File: config.mk
export PLATFORM = sky130hd
export DESIGN_NAME = julian_day_calendar_converter
export DESIGN_NICKNAME = d
export VERILOG_FILES = /design/src/jdc_pkg.sv /design/src/jdc_eval.sv /design/src/jdc_datapath.sv /design/src/jdc_ctrl.sv /design/src/julian_day_calendar_converter.sv
export SDC_FILE = /design/constraint.sdc
export NUM_CORES = 2
export LEC_CHECK = 0
export ABC_AREA = 1
export BUFFER_PORTS_ARGS = -buffer_cell sky130_fd_sc_hd__buf_2
export CAP_MARGIN = 15
export CORE_ASPECT_RATIO = 1.75
export CORE_MARGIN = 2
export CORE_UTILIZATION = 45
export CTS_CLUSTER_DIAMETER = 40
export DETAILED_ROUTE_END_ITERATION = 10
export PLACE_DENSITY = 0.62
export SYNTH_ARGS = -nofsm -noshare
export SYNTH_HDL_FRONTEND = slang
export SYNTH_SLANG_ARGS = --single-unit
File: constraint.sdc
create_clock -name clk -period 9 [get_ports clk]
set_input_delay 1.8 -clock clk [delete_from_list [all_inputs] [get_ports clk]]
set_output_delay 1.8 -clock clk [all_outputs]
set_load 0.1 [all_outputs]
File: src/jdc_pkg.sv
// Types and constants of the Julian Day Number calendar converter.
`default_nettype none
package jdc_pkg;

	localparam int IN_DATA_W  = 48;
	localparam int IN_USER_W  = 2;
	localparam int OUT_DATA_W = 56;

	localparam int YEAR_W = 15;
	localparam int MON_W  = 4;
	localparam int DAY_W  = 5;
	localparam int DN_W   = 23;
	localparam int WD_W   = 3;

	// Working widths: year with headroom, day with room for 32, formula result.
	localparam int YW_W  = 17;
	localparam int DW_W  = 6;
	localparam int RES_W = 26;
	localparam int CNT_W = 9;

	localparam int YEAR_STEPS  = 400;
	localparam int MONTH_STEPS = 12;
	localparam int DAY_STEPS   = 31;

	localparam logic signed [YEAR_W-1:0] YEAR_SAT = 15'sd16383;
	localparam logic [DN_W-1:0] DN_MAX = 23'd8388607;

	typedef enum logic [1:0] {
		EV_DATE,
		EV_YEAR,
		EV_MONTH,
		EV_DAY
	} ev_sel_t;

	typedef enum logic [3:0] {
		ST_IDLE,
		ST_START,
		ST_DIV,
		ST_FWD_WAIT,
		ST_Y_ISSUE,
		ST_Y_WAIT,
		ST_M_ISSUE,
		ST_M_WAIT,
		ST_D_ISSUE,
		ST_D_WAIT,
		ST_DONE
	} state_t;

	typedef struct packed {
		logic    cap;
		logic    ev_go;
		ev_sel_t ev_sel;
		logic    y_init;
		logic    y_inc;
		logic    m_init;
		logic    m_inc;
		logic    d_init;
		logic    d_inc;
		logic    jd_ld;
		logic    out_ld;
	} jdc_cmd_t;

	typedef struct packed {
		logic inverse;
		logic ev_valid;
		logic ev_le;
		logic n_lt_year;
		logic n_lt_month;
		logic n_lt_day;
		logic out_full;
	} jdc_stat_t;

endpackage
`default_nettype wire

File: src/jdc_eval.sv
// Three-stage pipelined evaluator of the date to day number formula.
`default_nettype none
module jdc_eval (
	input  wire logic                            clk,
	input  wire logic                            arst_n,
	input  wire logic                            go,
	input  wire logic                            greg,
	input  wire logic signed [jdc_pkg::YW_W-1:0]  y,
	input  wire logic [jdc_pkg::MON_W-1:0]        m,
	input  wire logic [jdc_pkg::DW_W-1:0]         d,
	output logic                                 vld,
	output logic signed [jdc_pkg::RES_W-1:0]      res
);
	import jdc_pkg::*;

	localparam logic [15:0] RECIP_25 = 16'd41944;

	// Month term 30*M + (3M+2)/5 after the March shift; equal for both calendars.
	function automatic logic [8:0] month_term(input logic [MON_W-1:0] mm);
		logic [8:0] t;
		case (mm)
			4'd0:    t = 9'd275;
			4'd1:    t = 9'd306;
			4'd2:    t = 9'd337;
			4'd3:    t = 9'd0;
			4'd4:    t = 9'd31;
			4'd5:    t = 9'd61;
			4'd6:    t = 9'd92;
			4'd7:    t = 9'd122;
			4'd8:    t = 9'd153;
			4'd9:    t = 9'd184;
			4'd10:   t = 9'd214;
			4'd11:   t = 9'd245;
			4'd12:   t = 9'd275;
			4'd13:   t = 9'd306;
			4'd14:   t = 9'd337;
			default: t = 9'd367;
		endcase
		return t;
	endfunction

	logic [2:0] vld_q;

	// stage 1
	logic signed [YW_W-1:0] y_adj, y_base;
	logic [YW_W-1:0]        y_mag;
	logic signed [YW_W-1:0] ybase_s1;
	logic                   neg_s1, greg_s1;
	logic [YW_W-3:0]        a4_s1;
	logic [8:0]             mt_s1;
	logic [DW_W-1:0]        d_s1;

	assign y_adj  = (m < 4'd3) ? y - 17'sd1 : y;
	assign y_base = y_adj + (greg ? 17'sd8000 : 17'sd4800);
	assign y_mag  = y_base[YW_W-1] ? $unsigned(-y_base) : $unsigned(y_base);

	always_ff @(posedge clk) begin
		ybase_s1 <= y_base;
		neg_s1   <= y_base[YW_W-1];
		a4_s1    <= y_mag[YW_W-1:2];
		mt_s1    <= month_term(m);
		d_s1     <= d;
		greg_s1  <= greg;
	end

	// stage 2
	logic signed [RES_W-1:0] y_ext, p365;
	logic [30:0]             prod100;
	logic [10:0]             q100, q400;
	logic [YW_W-3:0]         leap_mag;
	logic signed [YW_W-1:0]  leap;
	logic signed [RES_W-1:0] p365_s2;
	logic signed [YW_W-1:0]  leap_s2;
	logic [8:0]              mt_s2;
	logic [DW_W-1:0]         d_s2;
	logic                    greg_s2;

	assign y_ext    = {{(RES_W-YW_W){ybase_s1[YW_W-1]}}, ybase_s1};
	assign p365     = y_ext * 26'sd365;
	// |Y|/100 as (|Y|/4)/25 by reciprocal, exact for the operand range here.
	assign prod100  = 31'(a4_s1) * 31'(RECIP_25);
	assign q100     = prod100[30:20];
	assign q400     = q100 >> 2;
	assign leap_mag = greg_s1 ? a4_s1 - 15'(q100) + 15'(q400) : a4_s1;
	assign leap     = neg_s1 ? -$signed({2'b00, leap_mag}) : $signed({2'b00, leap_mag});

	always_ff @(posedge clk) begin
		p365_s2 <= p365;
		leap_s2 <= leap;
		mt_s2   <= mt_s1;
		d_s2    <= d_s1;
		greg_s2 <= greg_s1;
	end

	// stage 3
	logic signed [RES_W-1:0] sum;

	assign sum = p365_s2
		+ {{(RES_W-YW_W){leap_s2[YW_W-1]}}, leap_s2}
		+ $signed({17'd0, mt_s2})
		+ $signed({20'd0, d_s2})
		+ (greg_s2 ? -26'sd1200821 : -26'sd32083);

	always_ff @(posedge clk) begin
		res <= sum;
	end

	always_ff @(posedge clk or negedge arst_n) begin
		if (!arst_n) begin
			vld_q <= '0;
		end else begin
			vld_q <= {vld_q[1:0], go};
		end
	end

	assign vld = vld_q[2];

endmodule
`default_nettype wire

File: src/jdc_datapath.sv
// Datapath: item registers, search registers, evaluator and output register.
`default_nettype none
module jdc_datapath (
	input  wire logic                             clk,
	input  wire logic                             arst_n,
	input  wire logic [jdc_pkg::IN_DATA_W-1:0]    s_tdata,
	input  wire logic [jdc_pkg::IN_USER_W-1:0]    s_tuser,
	input  wire logic                             m_tready,
	input  wire jdc_pkg::jdc_cmd_t                cmd,
	output jdc_pkg::jdc_stat_t                    stat,
	output logic                                  m_tvalid,
	output logic [jdc_pkg::OUT_DATA_W-1:0]        m_tdata
);
	import jdc_pkg::*;

	localparam logic [22:0] RECIP_183 = 23'd5867442;

	// Day number mod 7 by folding octal digits (8 = 1 mod 7).
	function automatic logic [WD_W-1:0] mod7(input logic [DN_W-1:0] v);
		logic [23:0] x;
		logic [5:0]  s1;
		logic [3:0]  s2;
		logic [2:0]  s3;
		x  = {1'b0, v};
		s1 = 6'(x[2:0]) + 6'(x[5:3]) + 6'(x[8:6]) + 6'(x[11:9])
			+ 6'(x[14:12]) + 6'(x[17:15]) + 6'(x[20:18]) + 6'(x[23:21]);
		s2 = 4'(s1[2:0]) + 4'(s1[5:3]);
		s3 = 3'(s2[2:0]) + 3'(s2[3]);
		return (s3 == 3'd7) ? 3'd0 : s3;
	endfunction

	logic                   act_q, cal_q;
	logic signed [YW_W-1:0] y_q;
	logic [MON_W-1:0]       m_q;
	logic [DW_W-1:0]        d_q;
	logic [DN_W-1:0]        jd_q;
	logic [CNT_W-1:0]       n_q;
	logic [44:0]            prod_q;
	logic                   out_vld_q;
	logic [OUT_DATA_W-1:0]  out_q;

	logic                    ev_vld;
	logic signed [RES_W-1:0] ev_res;
	logic signed [YW_W-1:0]  ev_y;
	logic [MON_W-1:0]        ev_m;
	logic [DW_W-1:0]         ev_d;

	always_comb begin
		case (cmd.ev_sel)
			EV_DATE: begin
				ev_y = y_q;
				ev_m = m_q;
				ev_d = d_q;
			end
			EV_YEAR: begin
				ev_y = y_q + 17'sd1;
				ev_m = 4'd1;
				ev_d = 6'd1;
			end
			EV_MONTH: begin
				ev_y = y_q;
				ev_m = m_q + 4'd1;
				ev_d = 6'd1;
			end
			default: begin
				ev_y = y_q;
				ev_m = m_q;
				ev_d = d_q + 6'd1;
			end
		endcase
	end

	jdc_eval u_eval (
		.clk    (clk),
		.arst_n (arst_n),
		.go     (cmd.ev_go),
		.greg   (cal_q),
		.y      (ev_y),
		.m      (ev_m),
		.d      (ev_d),
		.vld    (ev_vld),
		.res    (ev_res)
	);

	logic [DN_W-1:0] jd_sat;

	always_comb begin
		if (ev_res[RES_W-1]) begin
			jd_sat = '0;
		end else if (ev_res[RES_W-2:DN_W] != '0) begin
			jd_sat = DN_MAX;
		end else begin
			jd_sat = ev_res[DN_W-1:0];
		end
	end

	// day_number / 366 as (day_number / 2) / 183 by reciprocal
	always_ff @(posedge clk) begin
		prod_q <= 45'(jd_q[DN_W-1:1]) * 45'(RECIP_183);
	end

	always_ff @(posedge clk) begin
		if (cmd.cap) begin
			act_q <= s_tuser[0];
			cal_q <= s_tuser[1];
			y_q   <= {{(YW_W-YEAR_W){s_tdata[14]}}, s_tdata[14:0]};
			m_q   <= s_tdata[18:15];
			d_q   <= {1'b0, s_tdata[23:19]};
			jd_q  <= s_tdata[46:24];
		end
		if (cmd.jd_ld) begin
			jd_q <= jd_sat;
		end
		if (cmd.y_init) begin
			y_q <= $signed({2'b00, prod_q[44:30]}) - 17'sd4715;
			n_q <= '0;
		end
		if (cmd.y_inc) begin
			y_q <= y_q + 17'sd1;
			n_q <= n_q + 9'd1;
		end
		if (cmd.m_init) begin
			m_q <= 4'd1;
			n_q <= '0;
		end
		if (cmd.m_inc) begin
			m_q <= m_q + 4'd1;
			n_q <= n_q + 9'd1;
		end
		if (cmd.d_init) begin
			d_q <= 6'd1;
			n_q <= '0;
		end
		if (cmd.d_inc) begin
			d_q <= d_q + 6'd1;
			n_q <= n_q + 9'd1;
		end
	end

	// Clamp a year past the output range to the last day of year 16383.
	logic                    y_over;
	logic [YEAR_W-1:0]       o_year;
	logic [MON_W-1:0]        o_mon;
	logic [DAY_W-1:0]        o_day;

	assign y_over = (y_q > 17'sd16383);
	assign o_year = y_over ? YEAR_SAT : y_q[YEAR_W-1:0];
	assign o_mon  = y_over ? 4'd12 : m_q;
	assign o_day  = y_over ? 5'd31 : d_q[DAY_W-1:0];

	always_ff @(posedge clk) begin
		if (cmd.out_ld) begin
			out_q <= {6'd0, mod7(jd_q), o_day, o_mon, o_year, jd_q};
		end
	end

	always_ff @(posedge clk or negedge arst_n) begin
		if (!arst_n) begin
			out_vld_q <= 1'b0;
		end else if (cmd.out_ld) begin
			out_vld_q <= 1'b1;
		end else if (m_tready) begin
			out_vld_q <= 1'b0;
		end
	end

	assign m_tvalid = out_vld_q;
	assign m_tdata  = out_q;

	assign stat.inverse    = act_q;
	assign stat.ev_valid   = ev_vld;
	assign stat.ev_le      = (ev_res <= $signed({3'b000, jd_q}));
	assign stat.n_lt_year  = (n_q < CNT_W'(YEAR_STEPS));
	assign stat.n_lt_month = (n_q < CNT_W'(MONTH_STEPS));
	assign stat.n_lt_day   = (n_q < CNT_W'(DAY_STEPS));
	assign stat.out_full   = out_vld_q;

endmodule
`default_nettype wire

File: src/jdc_ctrl.sv
// Controller state machine sequencing the forward formula and the upward search.
`default_nettype none
module jdc_ctrl (
	input  wire logic                clk,
	input  wire logic                arst_n,
	input  wire logic                s_tvalid,
	input  wire logic                m_tready,
	input  wire jdc_pkg::jdc_stat_t  stat,
	output logic                     s_tready,
	output jdc_pkg::jdc_cmd_t        cmd
);
	import jdc_pkg::*;

	state_t state_q, state_nx;

	always_ff @(posedge clk or negedge arst_n) begin
		if (!arst_n) begin
			state_q <= ST_IDLE;
		end else begin
			state_q <= state_nx;
		end
	end

	always_comb begin
		state_nx = state_q;
		case (state_q)
			ST_IDLE:     if (s_tvalid) state_nx = ST_START;
			ST_START:    state_nx = stat.inverse ? ST_DIV : ST_FWD_WAIT;
			ST_DIV:      state_nx = ST_Y_ISSUE;
			ST_FWD_WAIT: if (stat.ev_valid) state_nx = ST_DONE;
			ST_Y_ISSUE:  state_nx = ST_Y_WAIT;
			ST_Y_WAIT: begin
				if (stat.ev_valid) begin
					state_nx = (stat.n_lt_year && stat.ev_le) ? ST_Y_ISSUE : ST_M_ISSUE;
				end
			end
			ST_M_ISSUE:  state_nx = ST_M_WAIT;
			ST_M_WAIT: begin
				if (stat.ev_valid) begin
					state_nx = (stat.n_lt_month && stat.ev_le) ? ST_M_ISSUE : ST_D_ISSUE;
				end
			end
			ST_D_ISSUE:  state_nx = ST_D_WAIT;
			ST_D_WAIT: begin
				if (stat.ev_valid) begin
					state_nx = (stat.n_lt_day && stat.ev_le) ? ST_D_ISSUE : ST_DONE;
				end
			end
			ST_DONE:     if (!stat.out_full || m_tready) state_nx = ST_IDLE;
			default:     state_nx = ST_IDLE;
		endcase
	end

	always_comb begin
		cmd        = '0;
		cmd.ev_sel = EV_DATE;
		s_tready   = 1'b0;
		case (state_q)
			ST_IDLE: begin
				s_tready = 1'b1;
				cmd.cap  = s_tvalid;
			end
			ST_START: begin
				cmd.ev_go  = !stat.inverse;
				cmd.ev_sel = EV_DATE;
			end
			ST_DIV: begin
				cmd.y_init = 1'b1;
			end
			ST_FWD_WAIT: begin
				cmd.jd_ld = stat.ev_valid;
			end
			ST_Y_ISSUE: begin
				cmd.ev_go  = 1'b1;
				cmd.ev_sel = EV_YEAR;
			end
			ST_Y_WAIT: begin
				if (stat.ev_valid) begin
					cmd.y_inc  = stat.n_lt_year && stat.ev_le;
					cmd.m_init = !(stat.n_lt_year && stat.ev_le);
				end
			end
			ST_M_ISSUE: begin
				cmd.ev_go  = 1'b1;
				cmd.ev_sel = EV_MONTH;
			end
			ST_M_WAIT: begin
				if (stat.ev_valid) begin
					cmd.m_inc  = stat.n_lt_month && stat.ev_le;
					cmd.d_init = !(stat.n_lt_month && stat.ev_le);
				end
			end
			ST_D_ISSUE: begin
				cmd.ev_go  = 1'b1;
				cmd.ev_sel = EV_DAY;
			end
			ST_D_WAIT: begin
				if (stat.ev_valid) begin
					cmd.d_inc = stat.n_lt_day && stat.ev_le;
				end
			end
			ST_DONE: begin
				cmd.out_ld = !stat.out_full || m_tready;
			end
			default: begin
				cmd = '0;
			end
		endcase
	end

endmodule
`default_nettype wire

File: src/julian_day_calendar_converter.sv
// Top level of the Julian Day Number calendar converter.
//
//   channel  dir  width        meaning
//   s_*      in   48 + 2 user  one request: a date or a day number to convert
//   m_*      out  56           one result: day number, date and weekday
//
// Forward requests (date to day number) run the formula once. Inverse requests
// run an upward search in year, month and day steps; every evaluation is an
// issue state followed by the evaluator pipeline, the step being decided as the
// result appears.
// Present-day day numbers need about 17 year steps, the top of the 23-bit range
// about 50; a search takes at most 11 month and 30 day steps.
// Reset is asynchronous and active low; it clears the controller, the evaluator
// valid pipe and the result valid flag.
// A new request is taken as soon as the previous result sits in the output
// register, even while m_tready stalls it.
`default_nettype none
module julian_day_calendar_converter (
	input  wire logic                            clk,
	input  wire logic                            arst_n,
	input  wire logic                            s_tvalid,
	output logic                                 s_tready,
	// year[14:0], month[18:15], day[23:19], day_number[46:24], zero[47]
	input  wire logic [jdc_pkg::IN_DATA_W-1:0]   s_tdata,
	// action[0], calendar[1]
	input  wire logic [jdc_pkg::IN_USER_W-1:0]   s_tuser,
	output logic                                 m_tvalid,
	input  wire logic                            m_tready,
	// out_day_number[22:0], out_year[37:23], out_month[41:38], out_day[46:42],
	// weekday[49:47], zero[55:50]
	output logic [jdc_pkg::OUT_DATA_W-1:0]       m_tdata
);
	import jdc_pkg::*;

	jdc_cmd_t  cmd;
	jdc_stat_t stat;

	// Sequence each request: capture, evaluate or search, then hand off.
	jdc_ctrl u_ctrl (
		.clk      (clk),
		.arst_n   (arst_n),
		.s_tvalid (s_tvalid),
		.m_tready (m_tready),
		.stat     (stat),
		.s_tready (s_tready),
		.cmd      (cmd)
	);

	// Hold the request, run the formula, and drive the result register.
	jdc_datapath u_dp (
		.clk      (clk),
		.arst_n   (arst_n),
		.s_tdata  (s_tdata),
		.s_tuser  (s_tuser),
		.m_tready (m_tready),
		.cmd      (cmd),
		.stat     (stat),
		.m_tvalid (m_tvalid),
		.m_tdata  (m_tdata)
	);

endmodule
`default_nettype wire

==> flow_summary.json <==
{
  "status": "finished, final reports clean",
  "io_buffers": 104,
  "syn_area_per_cell_um2": 9.175,
  "drtIter0Drc": 962,
  "setup-tns-final_ps": 0,
  "crit_type": "reg -> reg",
  "yosysSeqAreaShare": 0.2103,
  "worstReg2RegEnd": "u_dp.u_eval.leap_s2[12]",
  "wl_um": 80090,
  "multi_input_area_um2": 21500,
  "cts_buffers": 35,
  "grt_max_degree": 48,
  "preCtsSetupSlack_ps": 692.1,
  "cp_slowest_cell": "dfxtp_1",
  "antenna_found_initial": 4,
  "synth_common_cells": "inv_1, ha_1, nand2_1",
  "drv_cap": 0,
  "max_stage_delay_ps": 690,
  "endpoint_kind": "register",
  "setup_viol": 0,
  "seq_area_um2": 6496,
  "die_h_um": 350.6,
  "drive_above_1_share": 0.07447,
  "syn_area_um2": 30880,
  "layout_min_cycle_time_ps": 8361,
  "grt_pass1_wl_um": 126600,
  "yosysUniqueCellTypes": 58,
  "synth_most_common_cell": "inv_1",
  "synthCells": 3366,
  "fp.dieW_um": 202.0,
  "post-route-cell-area_um2": 33700,
  "hold_viol_final": 0,
  "synth_area_leaders": "fa_1, ha_1, edfxtp_1",
  "worstPathRequired_ps": 9440,
  "std_cell_rows": 127,
  "rrSetupSlack_ps": 640,
  "fin_nets": 4453,
  "grt_usage": 0.2340,
  "synth_edf_count": 111,
  "fin_crit_sh": 0.9290,
  "post_cts_buffers": 0,
  "relSlewSlack": 0.2932,
  "first_pass_iters": 7,
  "r2r.worst_path.cells": 34,
  "arrival_ps": 8800,
  "crit_start": "u_dp.u_eval.a4_s1[11]",
  "hold_class": "reg -> reg",
  "regToRegStartpoint": "u_dp.u_eval.a4_s1[11]",
  "syn2layout_area_growth_pct": 9.111,
  "post_cts_resized": 0,
  "clock_latency_ps": 560,
  "routabilityCongestion": 0.9060,
  "synth-async-reset-ratio": 0.02996,
  "max_freq_ghz": 0.1196,
  "cts_root_buf": "clkbuf_16",
  "ant_nets": 0,
  "viasPerCell": 5.082,
  "rsz0062_at_grt": "false",
  "cts_buffer_depth": 3,
  "cts_hold_buf": 0,
  "worst_pin_slew_ps": 1058,
  "hpwl_um": 69480,
  "cts_sinks": 267,
  "ys_ff_latch": 267,
  "maxSlewViolCount": 0,
  "initial_core_util": 0.4530,
  "placed_cell_area_um2": 32500,
  "htreeDepth": 2,
  "fin_worst_skew_ps": 29.26,
  "synth_top_cell_area_share": 0.2353,
  "clkTransAtPathRegs_ps": 60,
  "dr_total_vias": 22480,
  "drc_errors": 0,
  "yosysTopAreaCell": "fa_1",
  "grt_pass1_vias": 23920,
  "crit_path_start_kind": "register",
  "tritoncts": "done",
  "cp_max_fo": 9,
  "synth_ff_type": "dfxtp_1",
  "io_pins": 112,
  "die_area_um2": 70820,
  "core_area_um2": 68170,
  "setup_ws_ps": 638.6,
  "fillers": 6458,
  "wl_per_cell_um": 18.11,
  "synth_warnings": 0,
  "endpoint": "u_dp.u_eval.leap_s2[12]",
  "grt-ovfl-total": 0,
  "hold_depth": 0,
  "cp_common_cell": "inv_1"
}
-- metrics by stage --
| step | utilization | hold slack [ps] | instances |
|---|---|---|---|
| floorplan | - | 309.6 | 3371 |
| CTS | 0.4942 | 328.5 | 4421 |
| finish | 0.4943 | 326.0 | 4423 |
| global placement | 0.4767 | 312.5 | 4357 |
| global route | 0.4943 | 330.4 | 4423 |
| detailed placement | 0.4767 | 313.8 | 4357 |
-- critical path: cells and delay by family, from the launching register on --
family          cells  cell delay [ps]
fa+ha+maj           8             3510
compound gates      6             1750
simple gates       10             1290
flops               1              690
xor+xnor            3              530
buf+inv             7              440
-- logic make-up (layout without fill, tap and decap cells) --
kind of cell,count (synthesis),after routing,synth area share
AO/OA/AOI/OAI,410,410,0.07418
buffers and inverters,770,917,0.09472
AND/OR/NAND/NOR,870,870,0.1248
other,1,8,0.0001214
flip-flops,267,267,0.2103
adder cells (fa/ha/maj),908,908,0.4561
XOR/XNOR,140,140,0.03970
-- flip-flops by register name, summed over array words and instances, names as in the netlist, 3 cells and up --
register,cells
u_dp.u_eval.d_s2,6
u_dp.d_q,6
u_dp.u_eval.a4_s1,15
u_dp.u_eval.d_s1,6
u_dp.u_eval.res,26
u_dp.u_eval.leap_s2,17
u_dp.m_q,4
u_dp.prod_q,15
u_dp.u_eval.vld_q,3
u_dp.m_tdata,50
u_ctrl.state_q,4
u_dp.u_eval.p365_s2,26
u_dp.u_eval.mt_s1,9
u_dp.u_eval.mt_s2,9
u_dp.n_q,9
u_dp.jd_q,23
u_dp.u_eval.ybase_s1,16
u_dp.y_q,17
-- layout by cell type (no fill, tap or decap), types with 18 or more instances in the layout --
cell       Yosys  routed
edfxtp_1     111     111
ha_1         545     545
nor2_2        18      18
a21oi_1      153     153
clkbuf_16      0      37
dfxtp_1      148     148
nor2_1       146     145
xor2_1       101     101
inv_1        726     726
nand3_1      104     104
nand2_2       26      26
buf_2          1     104
nand2_1      479     479
nor3_1        25      25
nand4_1       28      28
xnor2_1       39      39
fa_1         363     363
o21ai_0      163     163
-- worst min-delay path by stage --
stage	to	slack [ps]	startpoint
floorplan	u_dp.u_eval.d_s2[0]	310	u_dp.u_eval.d_s1[0]
global placement	u_dp.u_eval.mt_s2[1]	310	u_dp.u_eval.mt_s1[1]
detailed placement	u_dp.u_eval.mt_s2[0]	310	u_dp.u_eval.mt_s1[0]
CTS	u_dp.u_eval.mt_s2[0]	330	u_dp.u_eval.mt_s1[0]
global route	u_dp.u_eval.mt_s2[3]	330	u_dp.u_eval.mt_s1[3]
finish	u_dp.u_eval.mt_s2[0]	330	u_dp.u_eval.mt_s1[0]
-- layout make-up --
class | count | area share
repair buffers | 114 | 0.01767
multi-input cells | 2334 | 0.6381
inverters | 739 | 0.08232
well taps | 903 | 0.03353
flip-flops and latches | 267 | 0.1928
clock buffers | 43 | 0.02874
clock inverters | 21 | 0.006721
diodes | 2 | 0.0001485
-- layer usage --
layer | up-vias | GRT usage | wire, um | share of wire
met5 | - | 0 | 0 | 0
met4 | 0 | 0.1238 | 4712 | 0.059
met3 | 162 | 0.01830 | 2137 | 0.027
met2 | 414 | 0.4767 | 45810 | 0.57
met1 | 10870 | 0.2301 | 27430 | 0.34
li1 | 11030 | - | - | -
Power is not shown: default switching activity piles up to over one toggle a cycle in this logic, so the estimate is an artifact.
